## config.mk

```make
export PLATFORM = sky130hd
export DESIGN_NAME = tstb_ctrl
export DESIGN_NICKNAME = d
export VERILOG_FILES = /design/src/hdl/tstb_pkg.sv /design/src/hdl/tstb_ctrl.sv
export SDC_FILE = /design/constraint.sdc
export NUM_CORES = 1
export LEC_CHECK = 0
export BUFFER_PORTS_ARGS = -buffer_cell sky130_fd_sc_hd__buf_2
export CORE_AREA = 2 2 39 41
export DETAILED_ROUTE_END_ITERATION = 7
export DIE_AREA = 0 0 41 43
export GPL_TIMING_DRIVEN = 1
export HOLD_SLACK_MARGIN = 0.12
export SETUP_SLACK_MARGIN = 0.4
export SLEW_MARGIN = 20
export SYNTH_ARGS = -nofsm -noshare
export SYNTH_HDL_FRONTEND = slang
export SYNTH_SLANG_ARGS = --single-unit
```

## constraint.sdc

```tcl
create_clock -name clk_i -period 1.45 [get_ports clk_i]
set_clock_uncertainty 0.15 [all_clocks]
set_input_delay 0.3625 -clock clk_i [delete_from_list [all_inputs] [get_ports clk_i]]
set_output_delay 0.3625 -clock clk_i [all_outputs]
set_load 0.005 [all_outputs]
```

## src/hdl/tstb_pkg.sv

```systemverilog
// Package for the triangle setup and tile binner.
// Holds shared constants, register indexes and the controller/datapath command types.
`timescale 1ns / 1ps
package tstb_pkg;

  localparam int unsigned SUBPIXEL_BITS   = 4;
  localparam int unsigned BIN_WIDTH_LOG2  = 7;
  localparam int unsigned BIN_HEIGHT_LOG2 = 7;
  localparam int unsigned MAX_REC         = 64;

  localparam int unsigned CFG_W   = 11;
  localparam int unsigned PIX_W   = 10;  // pixel coordinate 0..1023
  localparam int unsigned BINX_W  = PIX_W - BIN_WIDTH_LOG2;
  localparam int unsigned BINY_W  = PIX_W - BIN_HEIGHT_LOG2;
  localparam int unsigned CNT_W   = $clog2(MAX_REC + 1);

  localparam logic REG_SCREEN_WIDTH  = 1'b0;
  localparam logic REG_SCREEN_HEIGHT = 1'b1;

  typedef struct packed {
    logic [2:0]         bin_col;
    logic [2:0]         bin_row;
    logic signed [31:0] edge_a_const;
    logic signed [31:0] edge_b_const;
    logic signed [31:0] edge_c_const;
    logic [53:0]        x_steps_packed;
    logic [53:0]        y_steps_packed;
    logic [7:0]         box_min_x;
    logic [7:0]         box_max_x;
    logic [7:0]         box_min_y;
    logic [7:0]         box_max_y;
    logic               last_bin;
  } rec_t;

  typedef struct packed {
    logic load;     // capture vertices
    logic setup1;   // products, edge deltas, box
    logic setup2;   // area sign, edge constants
    logic setup3;   // edge values at first bin
    logic advance;  // step to next bin
    logic take;     // current bin kept: pending -> output, bin -> pending
    logic flush;    // pending -> output with last flag
  } cmd_t;

  typedef struct packed {
    logic cull;
    logic kept;
    logic walk_end;
    logic pend_v;
    logic out_free;
  } stat_t;

endpackage

```

## src/hdl/tstb_ctrl.sv

```systemverilog
// Sequencing state machine of the binner: setup steps, bin walk, final flush.
// Depends on tstb_pkg for command and status types.
`timescale 1ns / 1ps
module tstb_ctrl
  import tstb_pkg::*;
(
  input  logic  clk_i,
  input  logic  rst_ni,
  input  logic  in_valid_i,
  output logic  in_ready_o,
  input  stat_t stat_i,
  output cmd_t  cmd_o
);

  localparam logic [2:0] ST_IDLE  = 3'd0;
  localparam logic [2:0] ST_SET1  = 3'd1;
  localparam logic [2:0] ST_SET2  = 3'd2;
  localparam logic [2:0] ST_SET3  = 3'd3;
  localparam logic [2:0] ST_WALK  = 3'd4;
  localparam logic [2:0] ST_FLUSH = 3'd5;

  logic [2:0] state_q, state_d;

  assign in_ready_o = (state_q == ST_IDLE);

  always_comb begin
    state_d = state_q;
    cmd_o   = '0;
    unique case (state_q)
      ST_IDLE: begin
        if (in_valid_i) begin
          cmd_o.load = 1'b1;
          state_d    = ST_SET1;
        end
      end
      ST_SET1: begin
        cmd_o.setup1 = 1'b1;
        state_d      = ST_SET2;
      end
      ST_SET2: begin
        cmd_o.setup2 = 1'b1;
        state_d      = ST_SET3;
      end
      ST_SET3: begin
        if (stat_i.cull) begin
          state_d = ST_IDLE;
        end else begin
          cmd_o.setup3 = 1'b1;
          state_d      = ST_WALK;
        end
      end
      ST_WALK: begin
        if (!stat_i.kept) begin
          cmd_o.advance = 1'b1;
          if (stat_i.walk_end) state_d = ST_FLUSH;
        end else if (!stat_i.pend_v || stat_i.out_free) begin
          cmd_o.take    = 1'b1;
          cmd_o.advance = 1'b1;
          if (stat_i.walk_end) state_d = ST_FLUSH;
        end
      end
      ST_FLUSH: begin
        if (!stat_i.pend_v) begin
          state_d = ST_IDLE;
        end else if (stat_i.out_free) begin
          cmd_o.flush = 1'b1;
          state_d     = ST_IDLE;
        end
      end
      default: state_d = ST_IDLE;
    endcase
  end

  always_ff @(posedge clk_i or negedge rst_ni) begin
    if (!rst_ni) begin
      state_q <= ST_IDLE;
    end else begin
      state_q <= state_d;
    end
  end

  a_take_needs_room: assert property (@(posedge clk_i) disable iff (!rst_ni)
    cmd_o.take |-> (!stat_i.pend_v || stat_i.out_free))
    else $error("bin taken while pending record blocked");
  a_flush_to_idle: assert property (@(posedge clk_i) disable iff (!rst_ni)
    cmd_o.flush |=> (state_q == ST_IDLE))
    else $error("flush did not end the triangle");
  a_cull_no_walk: assert property (@(posedge clk_i) disable iff (!rst_ni)
    (state_q == ST_SET3 && stat_i.cull) |=> (state_q == ST_IDLE))
    else $error("culled triangle entered walk");

endmodule

```

==> metrics.cfg, run 1 <==
[outcome]
status = complete, but fails checks
violations = setup timing

[global_routing]
grt_max_degree = 9
first_global_vias = 244
grt_antenna_before_repair = 0
globalRouteTotalUtil_pct = 7.847
globalRoute.totalOverflow = 0
grt_pass1_wl_um = 883

[setup_path]
cp.required_ns = 0.94
crit_path_top_delay_cell = dfrtp_2
r2r_end = state_q[2]$_DFFE_PN0P_
slowest_delay_ns = 0.47
r2r_start = state_q[0]$_DFFE_PN0P_
path_buf_inv = 1
startpoint_type = flip-flop
cp_top_family = flip-flops
reg2reg_slack_ns = 0.08
crit_chain = nor2_4 -> and4_4 -> buf_6
worst-path-max-fanout = 8
arrival_ns = 1.12
rr_worst_depth = 4
cp-end-kind = primary output
crit_type = reg2out

[layout]
finish.utilization_pct = 31.92
largest_reg_flops = 3
fin_nets = 59
top_regs = state_q: 3 flops
n_fill_cell = 150
n_antenna_cell = 0
area.growth.synth_to_final_pct = 90.81
largest_register = state_q
layout-drive-gt1-share_pct = 68.00

[cts]
cts.sinks = 3
cts_root_buf = clkbuf_4
cts_buffers = 3
clk_latency_ns = 0.23
cts.path.max_buffers = 2
htreeDepth = 1
clkTransAtPathRegs_ns = 0.03
tritoncts = done

[detailed_routing]
finalWirelength_um = 583
vias = 263
first_iter_violations = 1
drt_pass1_iterations = 2
drc = 0
wire_per_inst_um = 8.833
viasPerCell = 3.985
ant_nets = 0

[pwr]
pwr-share-clk_pct = 18.8
seqPwrFrac_pct = 30.6
swShare_pct = 37.23
p_per_area_nw_per_um2 = 1732
switching_power_uw = 284.8
leakage_uw = 0.0002399
power.share.combinational_pct = 50.6
p_int_uw = 480.3
max-vdd-ir-drop_v = 0.0007609

[timing]
fmax_mhz = 612.9
hold_viol_final = 0
rsz0062_at_grt = yes
slew_violations = 0
slew_headroom_pct = 85.07
setup_violations = 8
hold_ws_ns = 0.1982
layout_setup_ws_ns = -0.1815
tightest_slew_ns = 0.2232
post-route-min-period_ns = 1.632
period_share_pct = 112.5

[placement]
place_congestion = 0.6513
port_buffers = 15
place_hpwl_um = 438.9

[floorplanning]
die_w_um = 41
core_area_um2 = 1384
row_count = 14
dieArea_um2 = 1763
die_y_um = 43
start_util_pct = 16.73
io_pins = 16

[synth]
syn_avg_cell_area_um2 = 9.645
synthArstFlopShare_pct = 100.0
synth_top_area_cell = dfrtp_1
synthCells = 24
synthesis.nets = 32
ys_ff_latch = 3
yosysSeqAreaShare_pct = 32.43
synth_flop_cell = dfrtp_1
synth_enable_flop_cells = 0
synthDominantCellAreaShare_pct = 32.43
synth.area.top_cells = dfrtp_1 32%, nand2b_4 5.9%, and4bb_1 5.4%
ys_top_cells_by_count = 3 x dfrtp_1, 3 x nor2_1, 2 x inv_1, 2 x nand2_1
ys_warn_count = 0
yosysUniqueCellTypes = 18
netlist_area_um2 = 231.5

[min_path]
holdCritPathClass = in2reg
hold_depth = 2
hold_start = stat_i[2]
min_to = state_q[0]$_DFFE_PN0P_

[flow_run]
maxCapViolations = 0

-- layout by cell type (no fill, tap or decap), types with 2 or more instances in the layout --
cell	netlist	final
buf_2	0	14
buf_4	0	5
buf_6	1	3
clkbuf_4	0	3
dfrtp_2	0	3
inv_1	2	2
nand2_1	2	2
nor2_1	3	2
-- how the worst max path moves through the flow --
stage | start | endpoint | slack, ns | cells past startpoint
after global placement | stat_i[0] | cmd_o[1] | -0.007 | 4
after global routing | state_q[1]$_DFFE_PN0P_ | cmd_o[6] | -0.23 | 3
final | state_q[0]$_DFFE_PN0P_ | cmd_o[1] | -0.18 | 3
after floorplan | state_q[0]$_DFFE_PN0P_ | cmd_o[6] | 0.13 | 2
after CTS | state_q[0]$_DFFE_PN0P_ | cmd_o[1] | -0.18 | 3
after detailed placement | stat_i[0] | cmd_o[1] | -0.01 | 4
-- power by group through the flow --
stage	clock network, µW	logic [µW]	registers, µW
6_report	144	387	234
5_1_grt	156	430	243
4_1_cts	154	354	214
3_5_place_dp	0	278	211
3_3_place_gp	0	277	210
2_1_floorplan	0	222	174
-- cell families (layout without fill, tap and decap cells) --
family                 Yosys count  count (layout)  share of synthesized area (%)
and+or+nand+nor                 14              14                          44.33
AOI/OAI and AO/OA                4               4                          15.14
buffers and inverters            3              29                          8.109
DFF                              3               3                          32.43
-- metal layers --
metal,routed length (µm),track usage (%),vias to the layer above
li1,-,-,138
met4,11,8.000,0
met3,38,3.141,2
met1,236,8.738,113
met2,296,10.31,10
met5,0,0,-
-- what timing repair did --
action | 4_1_cts | 5_1_grt
setup endpoints to repair | 11 | 11
hold buffers | 1 | 0
buffers inserted | 5 | 1
gates resized for setup | 6 | 4
pin swaps | 8 | 2
hold endpoints to repair | 3 | 0
-- through the flow --
stage                     setup slack, ns  std cells  area (µm²)  power (µW)    TNS, ns
after detailed placement         -0.01043         55       327.8       488.6   -0.01525
final                             -0.1815         66       441.7       765.1     -1.099
after global routing              -0.2292         66       441.7       829.2     -1.550
after global placement          -0.007425         55       327.8       486.5  -0.009093
after CTS                         -0.1848         65       415.4       720.8     -1.116
after floorplan                    0.1317         24       236.5       395.8          0
-- layout make-up --
type	count	area [µm²]	share of cell area, %
multi-input combinational	18	157.7	35.69
timing repair buffer	23	151.4	34.28
sequential	3	78.83	17.85
clock buffer	4	26.28	5.949
tap	16	20.02	4.533
inverter	2	7.507	1.700
Note: power is estimated with default switching activity, not from simulation.
==> run 2: changes to the inputs <==
--- a/config.mk
+++ b/config.mk
@@ -5,6 +5,7 @@
 export SDC_FILE = /design/constraint.sdc
 export NUM_CORES = 1
 export LEC_CHECK = 0
+export ABC_AREA = 1
 export BUFFER_PORTS_ARGS = -buffer_cell sky130_fd_sc_hd__buf_2
 export CORE_AREA = 2 2 39 41
 export DETAILED_ROUTE_END_ITERATION = 7
==> metrics.cfg, run 2 <==
[layout]
stdcell_count = 94  ; was 66
n_antenna_cell = 0  ; unchanged
top_regs = state_q: 3 flops  ; unchanged
mostFrequentLayoutCell = buf_2  ; unchanged
layout-drive-gt1-share_pct = 65.38  ; was 68.00%
largest_register = state_q  ; unchanged
fin_area_um2 = 565.5  ; was 441.7 µm²
area.growth.synth_to_final_pct = 115.2  ; was 90.81%
n_fill_cell = 143  ; was 150
final_cell_mix = 15 x buf_2, 10 x buf_4, 7 x inv_1, 7 x nand2_1, 7 x buf_6  ; was 14 x buf_2, 5 x buf_4, 3 x clkbuf_4, 3 x buf_6, 3 x dfrtp_2
largest_reg_flops = 3  ; unchanged
fin_nets = 87  ; was 59

[placement]
placed_area_um2 = 411.6  ; was 327.8 µm²
port_buffers = 15  ; unchanged
dp_cells = 79  ; was 55
dpl_worst_slack_ns = -0.06332  ; was -0.01043 ns
place_congestion = 0.7260  ; was 0.6513
place_hpwl_um = 550.1  ; was 438.9 µm

[timing]
hold_ws_ns = 0.2846  ; was 0.1982 ns
final.setup.tns_ns = -2.303  ; was -1.099 ns
rsz0062_at_grt = yes  ; unchanged
hold_viol_final = 0  ; unchanged
post-route-min-period_ns = 1.716  ; was 1.632 ns
fmax_mhz = 582.6  ; was 612.9 MHz
tightest_slew_ns = 0.2169  ; was 0.2232 ns
period_share_pct = 118.4  ; was 112.5%
slew_headroom_pct = 85.41  ; was 85.07%
layout_setup_ws_ns = -0.2664  ; was -0.1815 ns
slew_violations = 0  ; unchanged
setup_violations = 10  ; was 8

[synth]
synthArstFlopShare_pct = 100.0  ; unchanged
netlist_area_um2 = 262.8  ; was 231.5 µm²
synthCells = 42  ; was 24
synthesis.nets = 50  ; was 32
synth.area.top_cells = dfrtp_1 29%, nand2_1 11%, inv_1 10%  ; was dfrtp_1 32%, nand2b_4 5.9%, and4bb_1 5.4%
synth_flop_cell = dfrtp_1  ; unchanged
yosysSeqAreaShare_pct = 28.57  ; was 32.43%
synthDominantCellAreaShare_pct = 28.57  ; was 32.43%
syn_avg_cell_area_um2 = 6.256  ; was 9.645 µm²
synth_enable_flop_cells = 0  ; unchanged
ys_warn_count = 0  ; unchanged
synth.most_common_cell = nand2_1
ys_ff_latch = 3  ; unchanged
yosysUniqueCellTypes = 13  ; was 18
ys_top_cells_by_count = 8 x nand2_1, 7 x inv_1, 6 x nor2_1  ; was 3 x dfrtp_1, 3 x nor2_1, 2 x inv_1, 2 x nand2_1
synth_top_area_cell = dfrtp_1  ; unchanged

[detailed_routing]
first_iter_violations = 2  ; was 1
ant_nets = 0  ; unchanged
drt_pass1_iterations = 3  ; was 2
drc = 0  ; unchanged
finalWirelength_um = 831  ; was 583 µm
viasPerCell = 3.968  ; was 3.985
wire_per_inst_um = 8.840  ; was 8.833 µm
vias = 373  ; was 263

[setup_path]
arrival_ns = 1.20  ; was 1.12 ns
r2r_start = state_q[1]$_DFFE_PN0P_  ; was state_q[0]$_DFFE_PN0P_
cp.required_ns = 0.94  ; about the same
endpoint = cmd_o[2]  ; was cmd_o[1]
reg2reg_slack_ns = -0.24  ; was 0.08 ns
cp-end-kind = primary output  ; unchanged
r2r_end = state_q[0]$_DFFE_PN0P_  ; was state_q[2]$_DFFE_PN0P_
worst-path-max-fanout = 5  ; was 8
startpoint_type = flip-flop  ; unchanged
crit_type = reg2out  ; unchanged
crit_start = state_q[1]$_DFFE_PN0P_  ; was state_q[0]$_DFFE_PN0P_
rr_worst_depth = 12  ; was 4

[global_routing]
first_global_vias = 329  ; was 244
grt_max_degree = 7  ; was 9
grt_antenna_before_repair = 0  ; unchanged
globalRouteTotalUtil_pct = 11.07  ; was 7.847%
grt_pass1_wl_mm = 1.255  ; was 883 µm
globalRoute.totalOverflow = 0  ; unchanged

[cts]
tritoncts = done  ; unchanged
clk_latency_ns = 0.23  ; about the same
cts_buffers = 3  ; unchanged
cts.path.max_buffers = 2  ; unchanged
htreeDepth = 1  ; unchanged
cts_root_buf = clkbuf_4  ; unchanged
clkTransAtPathRegs_ns = 0.04  ; was 0.03 ns
cts.sinks = 3  ; unchanged

[floorplanning]
row_count = 14  ; unchanged
dieArea_um2 = 1763  ; unchanged
io_pins = 16  ; unchanged
start_util_pct = 18.99  ; was 16.73%
core_area_um2 = 1384  ; unchanged
die_w_um = 41  ; unchanged
die_y_um = 43  ; unchanged

[outcome]
violations = setup timing  ; unchanged
status = complete, but fails checks  ; unchanged

[pwr]
p_per_area_nw_per_um2 = 1856  ; was 1732 nW/µm²
leakage_uw = 0.0003155  ; was 0.0002399 µW
max-vdd-ir-drop_v = 0.0006708  ; was 0.0007609 V

[flow_run]
maxCapViolations = 0  ; unchanged

[min_path]
holdCritPathClass = in2reg  ; unchanged

run 2: cell types whose count changed in the layout (fill, tap and decap cells not counted), moves of 2 or more:
| cell | before | now |
|---|---|---|
| a21oi_2 | 0 | 2 |
| buf_4 | 5 | 10 |
| nand2_2 | 0 | 3 |
| buf_6 | 3 | 7 |
| nand3_1 | 0 | 4 |
| nor2_2 | 0 | 4 |
| nor2_1 | 2 | 4 |
| inv_1 | 2 | 7 |
| nand2_1 | 2 | 7 |
run 2: repair_timing:
action,4_1_cts,5_1_grt
cloned,0,0
gates resized for setup,9,4
endpoints found under the hold margin,3,0
buffers inserted,9,1
setup endpoints to repair,10,11
hold buffers,1,0
pin swaps,4,0
run 2: where the power goes:
part | internal, µW | leakage [µW] | switching (µW)
logic | 400 | 0.000266 | 298
registers | 132 | 0.0000350 | 73.4
clock network | 103 | 0.0000150 | 43.0
total | 635 | 0.000316 | 414
run 2: cell families after synthesis:
family / Yosys count / share of synthesized area (%)
AO/OA/AOI/OAI: 3 / 5.713
buffers and inverters: 10 / 15.72
flip-flops: 3 / 28.57
AND/OR/NAND/NOR: 26 / 50.00
run 2: layer usage:
layer	part of all wire (%)	track usage, %	vias to the layer above
met1	41	11.65	159
met3	5.8	3.141	2
li1	-	-	198
met5	0	0	-
met2	52	17.50	14
met4	1.7	8.000	0
run 2: worst min path at each step:
| stage | startpoint | to | slack (ns) | cells after the start |
|---|---|---|---|---|
| 6_report | stat_i[4] | state_q[2]$_DFFE_PN0P_ | 0.28 | 4 |
| 5_1_grt | rst_ni | state_q[2]$_DFFE_PN0P_ | 0.30 | 2 |
| 4_1_cts | stat_i[4] | state_q[2]$_DFFE_PN0P_ | 0.28 | 4 |
| 3_5_place_dp | rst_ni | state_q[0]$_DFFE_PN0P_ | 0.009 | 1 |
| 2_1_floorplan | rst_ni | state_q[0]$_DFFE_PN0P_ | -0.08 | 0 |
| 3_3_place_gp | rst_ni | state_q[0]$_DFFE_PN0P_ | 0.01 | 1 |
run 2: through the flow:
step	power (µW)	utilization, %
after detailed placement	649.6	29.75
after global routing	1140	40.87
after CTS	991.6	39.33
final	1049	40.87
after floorplan	463.6	-
after global placement	636.6	29.75
run 2: final cells by class:
cell class              count  area (µm²)  area share [%]
multi-input cells          29       166.4           29.42
flip-flops and latches      3       77.57           13.72
well taps                  16       20.02           3.540
repair buffers             33       239.0           42.26
clock buffers               4       26.28           4.646
inverters                   9       36.28           6.416
run 2: critical path, stage by stage, from the launching register on:
cell and delay (ns):
dfrtp_2 0.43, nor2_2 0.12, inv_2 0.07, nor2_4 0.10
inv_1 0.05, a21oi_2 0.08, buf_2 0.11
